==> src/design/sia_pkg.sv <==
`timescale 1ns / 1ps
// ----------------------------------------------------------------------------
// sia_pkg
// Shared sizes, operation and status codes, and controller/datapath structs
// for the shift-insert array engine.
// ----------------------------------------------------------------------------
package sia_pkg;

  localparam int CAPACITY  = 64;
  localparam int WORD_BITS = 32;

  // Port field widths
  localparam int OP_W   = 3;
  localparam int POS_W  = 6;
  localparam int DATA_W = 32;
  localparam int NLEN_W = 7;
  localparam int ST_W   = 2;

  // Storage widths
  localparam int WORD_W = WORD_BITS;
  localparam int IDX_W  = (CAPACITY > 1) ? $clog2(CAPACITY) : 1;
  localparam int LEN_W  = $clog2(CAPACITY + 1);
  // Compare width wide enough for length, position and requested length
  localparam int CW     = (LEN_W > NLEN_W) ? LEN_W : NLEN_W;

  localparam logic [OP_W-1:0] OP_READ   = 3'd0;
  localparam logic [OP_W-1:0] OP_WRITE  = 3'd1;
  localparam logic [OP_W-1:0] OP_INSERT = 3'd2;
  localparam logic [OP_W-1:0] OP_APPEND = 3'd3;
  localparam logic [OP_W-1:0] OP_REMOVE = 3'd4;
  localparam logic [OP_W-1:0] OP_FIND   = 3'd5;
  localparam logic [OP_W-1:0] OP_RESIZE = 3'd6;
  localparam logic [OP_W-1:0] OP_ERASE  = 3'd7;

  localparam logic [ST_W-1:0] ST_OK         = 2'd0;
  localparam logic [ST_W-1:0] ST_BAD_RANGE  = 2'd1;
  localparam logic [ST_W-1:0] ST_BAD_LENGTH = 2'd2;
  localparam logic [ST_W-1:0] ST_FULL       = 2'd3;

  typedef enum logic [1:0] {
    WR_VAL,
    WR_Q,
    WR_ZERO
  } sia_wr_src_t;

  typedef struct packed {
    logic        load;
    logic        mem_rd;
    logic        mem_wr;
    sia_wr_src_t wr_src;
    logic        idx_init;
    logic        idx_step;
    logic        finish;
  } sia_cmd_t;

  typedef struct packed {
    logic [OP_W-1:0]  op;
    logic             fail;
    logic             loop_end;
    logic             match;
    logic [LEN_W-1:0] length;
  } sia_stat_t;

endpackage

==> src/design/sia_req_if.sv <==
`timescale 1ns / 1ps
// ----------------------------------------------------------------------------
// sia_req_if
// Request channel: valid/ready handshake with the operation fields.
// ----------------------------------------------------------------------------
interface sia_req_if;
  import sia_pkg::*;

  logic              valid;
  logic              ready;
  logic [OP_W-1:0]   operation;
  logic [POS_W-1:0]  position;
  logic [DATA_W-1:0] value;
  logic [NLEN_W-1:0] new_length;

  modport source (output valid, operation, position, value, new_length, input ready);
  modport sink   (input valid, operation, position, value, new_length, output ready);
endinterface

==> src/design/sia_rsp_if.sv <==
`timescale 1ns / 1ps
// ----------------------------------------------------------------------------
// sia_rsp_if
// Response channel: valid/ready handshake with the result fields.
// ----------------------------------------------------------------------------
interface sia_rsp_if;
  import sia_pkg::*;

  logic              valid;
  logic              ready;
  logic [DATA_W-1:0] read_data;
  logic              found;
  logic [POS_W-1:0]  found_position;
  logic [NLEN_W-1:0] current_length;
  logic [ST_W-1:0]   status;

  modport source (output valid, read_data, found, found_position, current_length, status,
                  input ready);
  modport sink   (input valid, read_data, found, found_position, current_length, status,
                  output ready);
endinterface

==> src/design/sia_datapath.sv <==
`timescale 1ns / 1ps
// ----------------------------------------------------------------------------
// sia_datapath
// Element memory, length register, walk index, range checks and the
// result register.
// ----------------------------------------------------------------------------
module sia_datapath (
  input  logic                     clk,
  input  logic                     rst,
  input  sia_pkg::sia_cmd_t        cmd,
  output sia_pkg::sia_stat_t       stat,
  input  logic [sia_pkg::OP_W-1:0]   in_operation,
  input  logic [sia_pkg::POS_W-1:0]  in_position,
  input  logic [sia_pkg::DATA_W-1:0] in_value,
  input  logic [sia_pkg::NLEN_W-1:0] in_new_length,
  output logic [sia_pkg::DATA_W-1:0] read_data,
  output logic                       found,
  output logic [sia_pkg::POS_W-1:0]  found_position,
  output logic [sia_pkg::NLEN_W-1:0] current_length,
  output logic [sia_pkg::ST_W-1:0]   status
);
  import sia_pkg::*;

  logic [WORD_W-1:0] mem [CAPACITY];

  logic [OP_W-1:0]   op_q;
  logic [POS_W-1:0]  pos_q;
  logic [WORD_W-1:0] val_q;
  logic [NLEN_W-1:0] nl_q;
  logic [LEN_W-1:0]  len;
  logic [LEN_W-1:0]  len_next;
  logic [LEN_W-1:0]  idx;
  logic [LEN_W-1:0]  idx_inc;
  logic [LEN_W-1:0]  idx_dec;
  logic [WORD_W-1:0] q;

  logic [CW-1:0]     pos_c, len_c, nl_c, idx_c;
  logic              range_bad, is_full, same_len;
  logic [ST_W-1:0]   chk_status;
  logic              fail;
  logic              loop_end;
  logic              match;
  logic [IDX_W-1:0]  rd_addr, wr_addr;
  logic [WORD_W-1:0] wr_data;
  logic              hit;

  assign pos_c   = CW'(pos_q);
  assign len_c   = CW'(len);
  assign nl_c    = CW'(nl_q);
  assign idx_c   = CW'(idx);
  assign idx_inc = idx + LEN_W'(1);
  assign idx_dec = idx - LEN_W'(1);

  assign range_bad = pos_c >= len_c;
  assign is_full   = len_c >= CW'(CAPACITY);
  assign same_len  = nl_c == len_c;
  assign match     = q == val_q;

  always_comb begin
    unique case (op_q)
      OP_READ, OP_WRITE, OP_REMOVE: chk_status = range_bad ? ST_BAD_RANGE : ST_OK;
      OP_INSERT: chk_status = range_bad ? ST_BAD_RANGE : (is_full ? ST_FULL : ST_OK);
      OP_APPEND: chk_status = is_full ? ST_FULL : ST_OK;
      OP_RESIZE: begin
        if (same_len) begin
          chk_status = ST_OK;
        end else if (nl_c == CW'(0) || nl_c > CW'(CAPACITY)) begin
          chk_status = ST_BAD_LENGTH;
        end else begin
          chk_status = ST_OK;
        end
      end
      default: chk_status = ST_OK;
    endcase
  end

  // Resize to the current length succeeds but changes nothing
  assign fail = (chk_status != ST_OK) || (op_q == OP_RESIZE && same_len);

  always_comb begin
    unique case (op_q)
      OP_INSERT: loop_end = idx_c == pos_c;
      OP_REMOVE: loop_end = (idx_c + CW'(1)) >= len_c;
      OP_FIND:   loop_end = idx_c == len_c;
      OP_RESIZE: loop_end = idx_c >= nl_c;
      default:   loop_end = 1'b1;
    endcase
  end

  always_comb begin
    unique case (op_q)
      OP_READ:   rd_addr = IDX_W'(pos_q);
      OP_INSERT: rd_addr = IDX_W'(idx_dec);
      OP_REMOVE: rd_addr = IDX_W'(idx_inc);
      default:   rd_addr = IDX_W'(idx);
    endcase
  end

  always_comb begin
    unique case (op_q)
      OP_WRITE:  wr_addr = IDX_W'(pos_q);
      OP_APPEND: wr_addr = IDX_W'(len);
      default:   wr_addr = IDX_W'(idx);
    endcase
  end

  always_comb begin
    unique case (cmd.wr_src)
      WR_VAL:  wr_data = val_q;
      WR_Q:    wr_data = q;
      default: wr_data = '0;
    endcase
  end

  always_ff @(posedge clk) begin
    if (cmd.mem_wr) begin
      mem[wr_addr] <= wr_data;
    end
    if (cmd.mem_rd) begin
      q <= mem[rd_addr];
    end
  end

  always_ff @(posedge clk) begin
    if (cmd.load) begin
      op_q  <= in_operation;
      pos_q <= in_position;
      val_q <= WORD_W'($signed(in_value));
      nl_q  <= in_new_length;
    end
  end

  always_ff @(posedge clk) begin
    if (cmd.idx_init) begin
      unique case (op_q)
        OP_REMOVE: idx <= LEN_W'(pos_q);
        OP_FIND:   idx <= '0;
        default:   idx <= len;
      endcase
    end else if (cmd.idx_step) begin
      idx <= (op_q == OP_INSERT) ? idx_dec : idx_inc;
    end
  end

  always_comb begin
    len_next = len;
    if (!fail) begin
      unique case (op_q)
        OP_INSERT, OP_APPEND: len_next = len + LEN_W'(1);
        OP_REMOVE:            len_next = len - LEN_W'(1);
        OP_RESIZE:            len_next = LEN_W'(nl_q);
        OP_ERASE:             len_next = '0;
        default:              len_next = len;
      endcase
    end
  end

  always_ff @(posedge clk) begin
    if (rst) begin
      len <= '0;
    end else if (cmd.finish) begin
      len <= len_next;
    end
  end

  // A find that stopped before the end stopped on a match
  assign hit = (op_q == OP_FIND) && match && !loop_end;

  always_ff @(posedge clk) begin
    if (cmd.finish) begin
      read_data      <= (op_q == OP_READ && !fail) ? DATA_W'($signed(q)) : '0;
      found          <= hit;
      found_position <= hit ? POS_W'(idx) : '0;
      current_length <= NLEN_W'(len_next);
      status         <= chk_status;
    end
  end

  assign stat.op       = op_q;
  assign stat.fail     = fail;
  assign stat.loop_end = loop_end;
  assign stat.match    = match;
  assign stat.length   = len;

endmodule

==> src/design/sia_ctrl.sv <==
`timescale 1ns / 1ps
// ----------------------------------------------------------------------------
// sia_ctrl
// Sequencer: decodes the operation, walks the element memory one read and
// one write per moved element, and hands the result to the output register.
// ----------------------------------------------------------------------------
module sia_ctrl (
  input  logic                clk,
  input  logic                rst,
  input  logic                in_valid,
  output logic                in_ready,
  output logic                out_valid,
  input  logic                out_ready,
  input  sia_pkg::sia_stat_t  stat,
  output sia_pkg::sia_cmd_t   cmd
);
  import sia_pkg::*;

  localparam logic [2:0] S_IDLE   = 3'd0;
  localparam logic [2:0] S_DECODE = 3'd1;
  localparam logic [2:0] S_CHECK  = 3'd2;
  localparam logic [2:0] S_MOVE   = 3'd3;
  localparam logic [2:0] S_FIN    = 3'd4;

  logic [2:0] state, state_next;
  logic       out_free;

  assign in_ready = (state == S_IDLE);
  assign out_free = !out_valid || out_ready;

  always_comb begin
    state_next   = state;
    cmd          = '0;
    cmd.wr_src   = WR_VAL;
    unique case (state)
      S_IDLE: begin
        if (in_valid) begin
          cmd.load   = 1'b1;
          state_next = S_DECODE;
        end
      end
      S_DECODE: begin
        if (stat.fail) begin
          state_next = S_FIN;
        end else begin
          unique case (stat.op)
            OP_READ: begin
              cmd.mem_rd = 1'b1;
              state_next = S_FIN;
            end
            OP_WRITE, OP_APPEND: begin
              cmd.mem_wr = 1'b1;
              state_next = S_FIN;
            end
            OP_ERASE: state_next = S_FIN;
            OP_INSERT, OP_REMOVE, OP_FIND, OP_RESIZE: begin
              cmd.idx_init = 1'b1;
              state_next   = S_CHECK;
            end
          endcase
        end
      end
      S_CHECK: begin
        if (stat.loop_end) begin
          // insert lands the new word once the gap reaches its position
          cmd.mem_wr = (stat.op == OP_INSERT);
          state_next = S_FIN;
        end else if (stat.op == OP_RESIZE) begin
          cmd.mem_wr   = 1'b1;
          cmd.wr_src   = WR_ZERO;
          cmd.idx_step = 1'b1;
        end else begin
          cmd.mem_rd = 1'b1;
          state_next = S_MOVE;
        end
      end
      S_MOVE: begin
        if (stat.op == OP_FIND) begin
          if (stat.match) begin
            state_next = S_FIN;
          end else begin
            cmd.idx_step = 1'b1;
            state_next   = S_CHECK;
          end
        end else begin
          cmd.mem_wr   = 1'b1;
          cmd.wr_src   = WR_Q;
          cmd.idx_step = 1'b1;
          state_next   = S_CHECK;
        end
      end
      S_FIN: begin
        if (out_free) begin
          cmd.finish = 1'b1;
          state_next = S_IDLE;
        end
      end
      default: state_next = S_IDLE;
    endcase
  end

  always_ff @(posedge clk) begin
    if (rst) begin
      state     <= S_IDLE;
      out_valid <= 1'b0;
    end else begin
      state <= state_next;
      if (cmd.finish) begin
        out_valid <= 1'b1;
      end else if (out_ready) begin
        out_valid <= 1'b0;
      end
    end
  end

endmodule

==> src/design/shift_insert_array_engine_top.sv <==
`timescale 1ns / 1ps
// ----------------------------------------------------------------------------
// shift_insert_array_engine_top
// Ordered array of signed words with read, write, insert, append, remove,
// find, resize and erase; one response per request.
// ----------------------------------------------------------------------------
//  channel  dir  payload
//  cmd      in   operation, position, value, new_length
//  rsp      out  read_data, found, found_position, current_length, status
//
// Read, write, append, erase and any rejected request go from decode
// straight to the final state; shrink, insert, remove, find and growing
// resize first walk the element memory. Each moved element is read in
// S_CHECK and written in S_MOVE; a growing resize writes zeros from
// S_CHECK alone, and a find stops in S_MOVE on a hit.
// Reset clears the length and the sequencer; memory contents are not cleared.
// One request in flight; a response waiting on rsp.ready holds the sequencer
// in its final state, and cmd.ready returns once the response is loaded.
// ----------------------------------------------------------------------------
module shift_insert_array_engine_top (
  input  logic      clk,
  input  logic      rst,
  sia_req_if.sink   cmd,
  sia_rsp_if.source rsp
);
  import sia_pkg::*;

  sia_cmd_t  dp_cmd;
  sia_stat_t dp_stat;

  sia_ctrl u_ctrl (
    .clk       (clk),
    .rst       (rst),
    .in_valid  (cmd.valid),
    .in_ready  (cmd.ready),
    .out_valid (rsp.valid),
    .out_ready (rsp.ready),
    .stat      (dp_stat),
    .cmd       (dp_cmd)
  );

  sia_datapath u_dp (
    .clk            (clk),
    .rst            (rst),
    .cmd            (dp_cmd),
    .stat           (dp_stat),
    .in_operation   (cmd.operation),
    .in_position    (cmd.position),
    .in_value       (cmd.value),
    .in_new_length  (cmd.new_length),
    .read_data      (rsp.read_data),
    .found          (rsp.found),
    .found_position (rsp.found_position),
    .current_length (rsp.current_length),
    .status         (rsp.status)
  );

  a_len_bound: assert property (@(posedge clk) disable iff (rst)
    dp_stat.length <= LEN_W'(CAPACITY))
    else $error("length exceeds capacity");

  a_busy_after_accept: assert property (@(posedge clk) disable iff (rst)
    (cmd.valid && cmd.ready) |=> !cmd.ready)
    else $error("request accepted while busy");

  a_found_in_range: assert property (@(posedge clk) disable iff (rst)
    (rsp.valid && rsp.found) |->
      (rsp.status == ST_OK && NLEN_W'(rsp.found_position) < rsp.current_length))
    else $error("found position outside array");

endmodule

==> src/flat_wrapper.sv <==
// flat-port wrapper written by rule: the top's interface ports become plain ports
module shift_insert_array_engine_top_flat import sia_pkg::*;
  (clk, rst, cmd_valid, cmd_operation, cmd_position, cmd_value, cmd_new_length, cmd_ready, rsp_valid, rsp_read_data, rsp_found, rsp_found_position, rsp_current_length, rsp_status, rsp_ready);
  sia_req_if cmd_i ();
  sia_rsp_if rsp_i ();
  input  logic clk;
  input  logic rst;
  input wire logic [$bits(cmd_i.valid)-1:0] cmd_valid;
  input wire logic [$bits(cmd_i.operation)-1:0] cmd_operation;
  input wire logic [$bits(cmd_i.position)-1:0] cmd_position;
  input wire logic [$bits(cmd_i.value)-1:0] cmd_value;
  input wire logic [$bits(cmd_i.new_length)-1:0] cmd_new_length;
  output wire logic [$bits(cmd_i.ready)-1:0] cmd_ready;
  output wire logic [$bits(rsp_i.valid)-1:0] rsp_valid;
  output wire logic [$bits(rsp_i.read_data)-1:0] rsp_read_data;
  output wire logic [$bits(rsp_i.found)-1:0] rsp_found;
  output wire logic [$bits(rsp_i.found_position)-1:0] rsp_found_position;
  output wire logic [$bits(rsp_i.current_length)-1:0] rsp_current_length;
  output wire logic [$bits(rsp_i.status)-1:0] rsp_status;
  input wire logic [$bits(rsp_i.ready)-1:0] rsp_ready;
  assign cmd_i.valid = cmd_valid;
  assign cmd_i.operation = cmd_operation;
  assign cmd_i.position = cmd_position;
  assign cmd_i.value = cmd_value;
  assign cmd_i.new_length = cmd_new_length;
  assign cmd_ready = cmd_i.ready;
  assign rsp_valid = rsp_i.valid;
  assign rsp_read_data = rsp_i.read_data;
  assign rsp_found = rsp_i.found;
  assign rsp_found_position = rsp_i.found_position;
  assign rsp_current_length = rsp_i.current_length;
  assign rsp_status = rsp_i.status;
  assign rsp_i.ready = rsp_ready;
  shift_insert_array_engine_top u_core (.clk(clk), .rst(rst), .cmd(cmd_i), .rsp(rsp_i));
endmodule
==> config.mk <==
export PLATFORM = sky130hd
export DESIGN_NAME = shift_insert_array_engine_top_flat
export DESIGN_NICKNAME = d
export VERILOG_FILES = /design/src/design/sia_pkg.sv /design/src/design/sia_req_if.sv /design/src/design/sia_rsp_if.sv /design/src/design/sia_datapath.sv /design/src/design/sia_ctrl.sv /design/src/design/shift_insert_array_engine_top.sv /design/src/flat_wrapper.sv
export SDC_FILE = /design/constraint.sdc
export NUM_CORES = 2
export LEC_CHECK = 0
export BUFFER_PORTS_ARGS = -buffer_cell sky130_fd_sc_hd__buf_2
export CORE_MARGIN = 10
export CORE_UTILIZATION = 53
export CTS_CLUSTER_DIAMETER = 60
export CTS_CLUSTER_SIZE = 40
export DETAILED_ROUTE_END_ITERATION = 7
export PLACE_DENSITY = 0.69
export SYNTH_ARGS = -nofsm -noshare
export SYNTH_HDL_FRONTEND = slang
export SYNTH_HIERARCHICAL = 1
export SYNTH_SLANG_ARGS = --single-unit
==> constraint.sdc <==
create_clock -name clk -period 7.4 [get_ports clk]
set_input_delay 1.48 -clock clk [delete_from_list [all_inputs] [get_ports clk]]
set_output_delay 1.48 -clock clk [all_outputs]
set_load 0.01 [all_outputs]
## Word-level counts from Yosys, hierarchy flattened

Memory sizes are Yosys's and may differ from the RTL's. A register that Yosys moved wholly into a read port is not among the register bits.
Cells that the tools add are included.

- Register bits after elaboration: 114
- RAM bits: 2048
- Output and inout port bits: 50
- Word-level logic and storage cells: 118
- Memories kept: 1

Memories:

| memory | words | bits a word | rd ports | clocked after Yosys merged registers in | wr ports | line | source |
|---|---|---|---|---|---|---|---|
| u_core.u_dp.mem | 64 | 32 | 1 | 1 | 1 | sia_datapath.sv:24 | `logic [WORD_W-1:0] mem [CAPACITY];` |

- Add/subtract/negate cells: 4
- $lt $le $gt $ge: 5
- Equal/unequal tests: 19
- Muxes and demuxes: 53
- Reductions and logical operators: 23

Operators with widths:

| cell | count |
|---|---|
| 32-bit case mux with 2 select lines | 1 |
| 32-bit == test | 1 |
| 7-bit 2-to-1 mux | 4 |
| 7-bit case mux with 4 select lines | 1 |
| 3-bit 2-to-1 mux | 9 |
| 1-bit 2-to-1 mux | 21 |
| 6-bit case mux with 3 select lines | 1 |
| 3-bit == test, second input constant | 5 |
| 3-bit case mux with 5 select lines | 1 |
| 7-bit by 1-bit adder with 7-bit output, second input constant | 2 |
| 7-bit == test | 2 |
| 7-bit greater-or-equal comparator | 2 |
| 7-bit case mux with 2 select lines | 1 |
| 7-bit by 1-bit subtractor with 7-bit output, second input constant | 2 |
| 3-bit by 2-bit == test with 1-bit output, second input constant | 4 |
| 2-bit 2-to-1 mux | 6 |
| 6-bit case mux with 2 select lines | 1 |
| 2-bit case mux with 4 select lines | 1 |
| 4-bit OR reduction | 2 |
| 7-bit by 6-bit == test with 1-bit output | 1 |
| 6-bit by 7-bit greater-or-equal comparator with 1-bit output | 1 |
| 7-bit greater-or-equal comparator, second input constant | 1 |
| 7-bit greater-than comparator, second input constant | 1 |
| 7-bit zero test | 1 |
| 18 further kinds | 32 |

## Depth between registers and ports, before layout

- Depth in word-level cells: 11
- Mapped depth: 18

## Modules after synthesis

Netlist, hierarchy kept.

By module, submodules not included:

| module | times used | cells an instance | area an instance (µm²) | seq. area each (µm²) |
|---|---|---|---|---|
| sia_datapath | 1 | 6214 | 87512.7 | 65693.0 |
| sia_ctrl | 1 | 48 | 361.6 | 80.1 |

## Worst setup path before layout

No wires, ideal clock.

- Path kind: reg-to-reg
- Start point: reg u_core.u_dp.len[1]
- End point: mem u_core/u_dp/mem[42][0] in the netlist's numbering (enable)
- Library setup time: 0.421 ns
- Data arrival time: 4.522 ns
- Slack: 2.457 ns
- Stages on the path, launching flop included: 17
- Period minus slack after synthesis: 4.943 ns
- Cells stage by stage: dfxtp_1 -> clkbuf_1 -> inv_1 -> ha_1 -> a21o_1 -> a21o_1 -> a21oi_1 -> o21ai_0 -> nand2b_1 -> buf_4 -> or4b_4 -> nor2_1 -> a21oi_1 -> o21ai_1 -> clkbuf_1 -> nand3_1 -> nor2_1

RTL lines:

| what | line | source |
|---|---|---|
| start, declared | sia_datapath.sv:30 | `logic [LEN_W-1:0] len;` |
| start signal, assigned | sia_datapath.sv:162 | `len <= len_next;` |
| end, declared | sia_datapath.sv:24 |  |

==> results.txt <==
The flow ran to the end, but the final reports show violations. The final reports fail on DRC. The vertical die dimension is roughly 430 µm. The number of DRC markers in iteration 0 came out at ~8,300.

The number of flops mapped to enable cells by yosys is between 2,000 and 2,500. The top achievable clock speed came out at 181.3 MHz. The region available for standard cell placement spans approximately 160,000 µm².

Summed over all failing endpoints, the final setup total negative slack is 0 ps. After detailed routing, the total wire length is around 250,000 µm. Dividing total power by cell area gives a power density of around 270 nW/µm².

The per-cell via count in the routed design is between 6 and 7. After synthesis the netlist holds a flip-flop and latch count of approximately 2,200. After detailed routing, the number of remaining DRC violations is 1. The total number of clock tree sinks is approximately 2,200.

The number of antenna violations at the first check in global routing was 16. The count of standard-cell rows came out at roughly 150. The filler cell count in the final layout is ~12,000. From synthesis to final layout, the design area changed by 9.513%. In this run the worst hold path is classified as reg -> reg. The maximum fanout encountered on the critical timing path is 32. The slack of the critical path is between 1500 and 2000 ps.

The largest vdd supply drop is 0.3176 mV. In this run the post-CTS setup repair buffer count came out at 0. The vias after detailed routing is around 56,000.

The final worst-path cycle share came out at approximately 75%. The number of unique standard cell types used by synthesis is 80. The fraction of the yosys area taken by sequential cells came out at approximately three quarters. After clock tree synthesis, the flow added hold-fix buffers numbering 0.

The residual antenna-violating net count after detailed routing came out at 0. The warning count from the yosys run came out at 6. The clock period could shrink to between 5000 and 6000 ps. Dividing the detail-routed wire length by the instance count gives 28.84 µm.

The total count of hold-check failures in the final report is 0. The final-report max-slew violation count came to 0. The leakage power figure came out at just over 30 nW. At the pin with the least slew margin, the transition time is 1332 ps. The cell count after synthesis is between 6,000 and 7,000. The via count of the first global-routing pass came out at a little over 50,000. When the netlist entered floorplanning its net count stood at 6,342.

The number of detailed-route iterations in the first pass came out at 8. The number of cells after detailed placement came out at 8,269. The buffer depth of the longest clock path is 3.

The average instance in the mapped netlist occupies about 14 µm². Setup violations remaining at the end of the flow were counted as 0. The final layout net count is approximately 6,300. The multi-input combinational cell area is 20,640 µm². For this run, the share of the core covered by cells in the final layout is 58.39%. The relative slew slack is 10.38%. Clock-pin slew was measured on the worst setup and hold paths at approximately 70 ps. The later pin in the worst-skew pair is clocked with a latency of approximately 840 ps.

The CTS tree is built. The mapped cell area came out at a little under 90,000 µm². The type of element capturing the critical path is a flop.

The critical path is of the reg -> reg type. The number of buffers created by CTS came out at 135. For this design the top-level I/O count stands at 102. Once the clock tree was built, the resizer swapped 0 gates to a different size. STA classifies the critical path startpoint as a flop. The total global-route track usage came out at around a quarter. The pre-CTS setup slack came out at between 1500 and 2000 ps.

The width of the die came out at 427.2 µm. The largest clock skew in the final design is between 40 and 50 ps. Across all hold checks on the routed design, the worst slack comes to 533.6 ps. The CTS root buffer is sky130_fd_sc_hd__clkbuf_16.

Counting flops with an async set or reset pin after synthesis yields a share of 0%. The final estimated routing congestion in global placement came out at approximately 0.93. The post-route non-filler standard cell count is approximately 8,500. The critical path required time came out at 7820 ps. Input and output buffers added on the ports amount to 101. Setup repair after global routing left no endpoint under its margin. The total overflow reported by the global router came out at 0. Across the whole layout, storage elements account for 65,770 µm². The number of max-capacitance violations reported came out at 0. The die outline area came out at between 150,000 and 200,000 µm².

CTS built an H-tree with a depth of 4. The starting density of the core is a little over half. The first global-routing pass estimated 353,100 µm of wire. In the synthesized netlist the dominant register cell turns out to be sky130_fd_sc_hd__edfxtp_1. The maximum number of pins on one net before global-route repair came out at about 160.

Cells with a size suffix above 1 make up 10.71% of the layout. The half-perimeter wire length after detailed placement is 142,100 µm. The arrival time of the worst setup path is about 6000 ps.
per-layer routing:
metal  wire, µm  GRT usage, %
met5          0             0
met4      12340         12.28
met3      30340         7.221
met2     108000         37.78
met1      95210         36.93
registers in the layout, indices dropped and copies added, names as in the netlist, 7 cells and up:
name,flops
u_core/u_dp/mem,2048
u_core/u_dp/q,32
u_core/u_dp/read_data,32
u_core/u_dp/val_q,32
u_core/u_dp/current_length,7
u_core/u_dp/idx,7
u_core/u_dp/len,7
u_core/u_dp/nl_c,7
cell usage in the layout, fill, tap and decap left out, types with 13 or more instances in the layout:
master and n:
sky130_fd_sc_hd__nor2_4 98, sky130_fd_sc_hd__a22o_1 73, sky130_fd_sc_hd__mux2i_1 66, sky130_fd_sc_hd__buf_4 145
sky130_fd_sc_hd__and2_1 38, sky130_fd_sc_hd__buf_12 28, sky130_fd_sc_hd__a221oi_2 28, sky130_fd_sc_hd__buf_2 101
sky130_fd_sc_hd__xnor2_1 18, sky130_fd_sc_hd__nor4_1 39, sky130_fd_sc_hd__o22ai_1 17, sky130_fd_sc_hd__clkinv_8 14
sky130_fd_sc_hd__a21oi_1 973, sky130_fd_sc_hd__inv_8 15, sky130_fd_sc_hd__and4_1 18, sky130_fd_sc_hd__a22oi_1 75
sky130_fd_sc_hd__nand2_1 1330, sky130_fd_sc_hd__inv_6 17, sky130_fd_sc_hd__nand3_1 80, sky130_fd_sc_hd__clkbuf_16 140
sky130_fd_sc_hd__a32oi_1 222, sky130_fd_sc_hd__inv_1 28, sky130_fd_sc_hd__inv_12 13, sky130_fd_sc_hd__o21ai_0 17
sky130_fd_sc_hd__ha_1 27, sky130_fd_sc_hd__nand2b_1 13, sky130_fd_sc_hd__xor2_1 44, sky130_fd_sc_hd__edfxtp_1 2183
sky130_fd_sc_hd__a221oi_1 204, sky130_fd_sc_hd__nor2_1 43, sky130_fd_sc_hd__and3_1 29
synthesized netlist by cell type, types with 11 or more instances:
cell type	instances	area share [%]
sky130_fd_sc_hd__nand3_1	80	0.46
sky130_fd_sc_hd__dfxtp_1	11	0.25
sky130_fd_sc_hd__a221oi_1	204	2.0
sky130_fd_sc_hd__nand2_1	1331	5.7
sky130_fd_sc_hd__and4_1	18	0.18
sky130_fd_sc_hd__edfxtp_1	2183	75
sky130_fd_sc_hd__inv_1	28	0.12
sky130_fd_sc_hd__a22oi_1	75	0.64
sky130_fd_sc_hd__xor2_1	44	0.44
sky130_fd_sc_hd__buf_2	167	0.95
sky130_fd_sc_hd__a21oi_1	974	5.5
sky130_fd_sc_hd__o22ai_1	17	0.12
sky130_fd_sc_hd__and3_1	31	0.22
sky130_fd_sc_hd__o21ai_0	17	0.097
sky130_fd_sc_hd__and2_1	40	0.28
sky130_fd_sc_hd__a32oi_1	222	2.2
sky130_fd_sc_hd__a221oi_2	29	0.50
sky130_fd_sc_hd__ha_1	27	0.38
sky130_fd_sc_hd__nor4_1	39	0.28
sky130_fd_sc_hd__a22o_1	73	0.73
sky130_fd_sc_hd__a21o_1	11	0.094
sky130_fd_sc_hd__nor2_1	143	0.61
sky130_fd_sc_hd__mux2i_1	66	0.75
sky130_fd_sc_hd__clkbuf_1	219	0.94
sky130_fd_sc_hd__xnor2_1	18	0.18
sky130_fd_sc_hd__buf_4	33	0.28
sky130_fd_sc_hd__buf_6	18	0.23
sky130_fd_sc_hd__buf_1	19	0.081
sky130_fd_sc_hd__nand2b_1	13	0.093
worst paths after layout:
check                                                     startpoint                                    to  slack, ps  cells past startpoint
worst min register to register  u_core/u_ctrl/out_valid$_SDFFE_PP0P_  u_core/u_ctrl/out_valid$_SDFFE_PP0P_        530                      2
worst max register to register          u_core/u_dp/idx[0]$_DFFE_PP_     u_core/u_dp/mem[20][25]$_DFFE_PP_       1890                     17
worst max-delay path                    u_core/u_dp/idx[0]$_DFFE_PP_     u_core/u_dp/mem[20][25]$_DFFE_PP_       1890                     17
worst min-delay path            u_core/u_ctrl/out_valid$_SDFFE_PP0P_  u_core/u_ctrl/out_valid$_SDFFE_PP0P_        530                      2
final cells by class:
| type | instances | share of cell area (%) |
|---|---|---|
| sequential | 2194 | 68.35 |
| antenna | 10 | 0.02600 |
| timing repair buffer | 274 | 2.239 |
| tap | 2189 | 2.846 |
| clock buffer | 147 | 3.668 |
| inverter | 28 | 0.1092 |
| clock inverter | 102 | 1.314 |
| multi-input combinational | 3584 | 21.45 |
through the flow:
stage / power (W) / instance area [µm²]
floorplan: 0.01606 / 87870
global placement: 0.01726 / 91410
detailed placement: 0.01733 / 91410
CTS: 0.02561 / 96210
global route: 0.02632 / 96210
finish: 0.02560 / 96230
worst max-delay path, cell delays in order, from the launching register on:
cell and delay (ps):
sky130_fd_sc_hd__edfxtp_1 640, sky130_fd_sc_hd__inv_1 130, sky130_fd_sc_hd__ha_1 390, sky130_fd_sc_hd__ha_1 300, sky130_fd_sc_hd__a21o_1 150, sky130_fd_sc_hd__a21oi_1 180
sky130_fd_sc_hd__nor2b_1 70, sky130_fd_sc_hd__o21ai_0 150, sky130_fd_sc_hd__nand2b_1 80, sky130_fd_sc_hd__a211oi_1 260, sky130_fd_sc_hd__o211ai_1 280, sky130_fd_sc_hd__xor2_1 240
sky130_fd_sc_hd__nand2_1 80, sky130_fd_sc_hd__o21ai_1 410, sky130_fd_sc_hd__buf_4 260, sky130_fd_sc_hd__nand3_1 310, sky130_fd_sc_hd__buf_4 310, sky130_fd_sc_hd__nor2_4 880
logic make-up after synthesis:
| group | Yosys count | share of synthesized area (%) |
|---|---|---|
| AOI/OAI and AO/OA | 1661 | 12.34 |
| and+or+nand+nor | 1761 | 8.361 |
| buffers and inverters | 484 | 2.600 |
| DFF | 2194 | 74.85 |
| adders and majority gates | 28 | 0.4072 |
| muxes | 72 | 0.8287 |
| xor gates and xnor gates | 62 | 0.6180 |
power by group:
group	internal (W)	total (W)	switching [W]
Combinational	0.000853	0.00328	0.00243
Sequential	0.0138	0.0139	0.0000476
Clock	0.00397	0.00845	0.00448
Note: power is estimated with default switching activity, not from simulation.
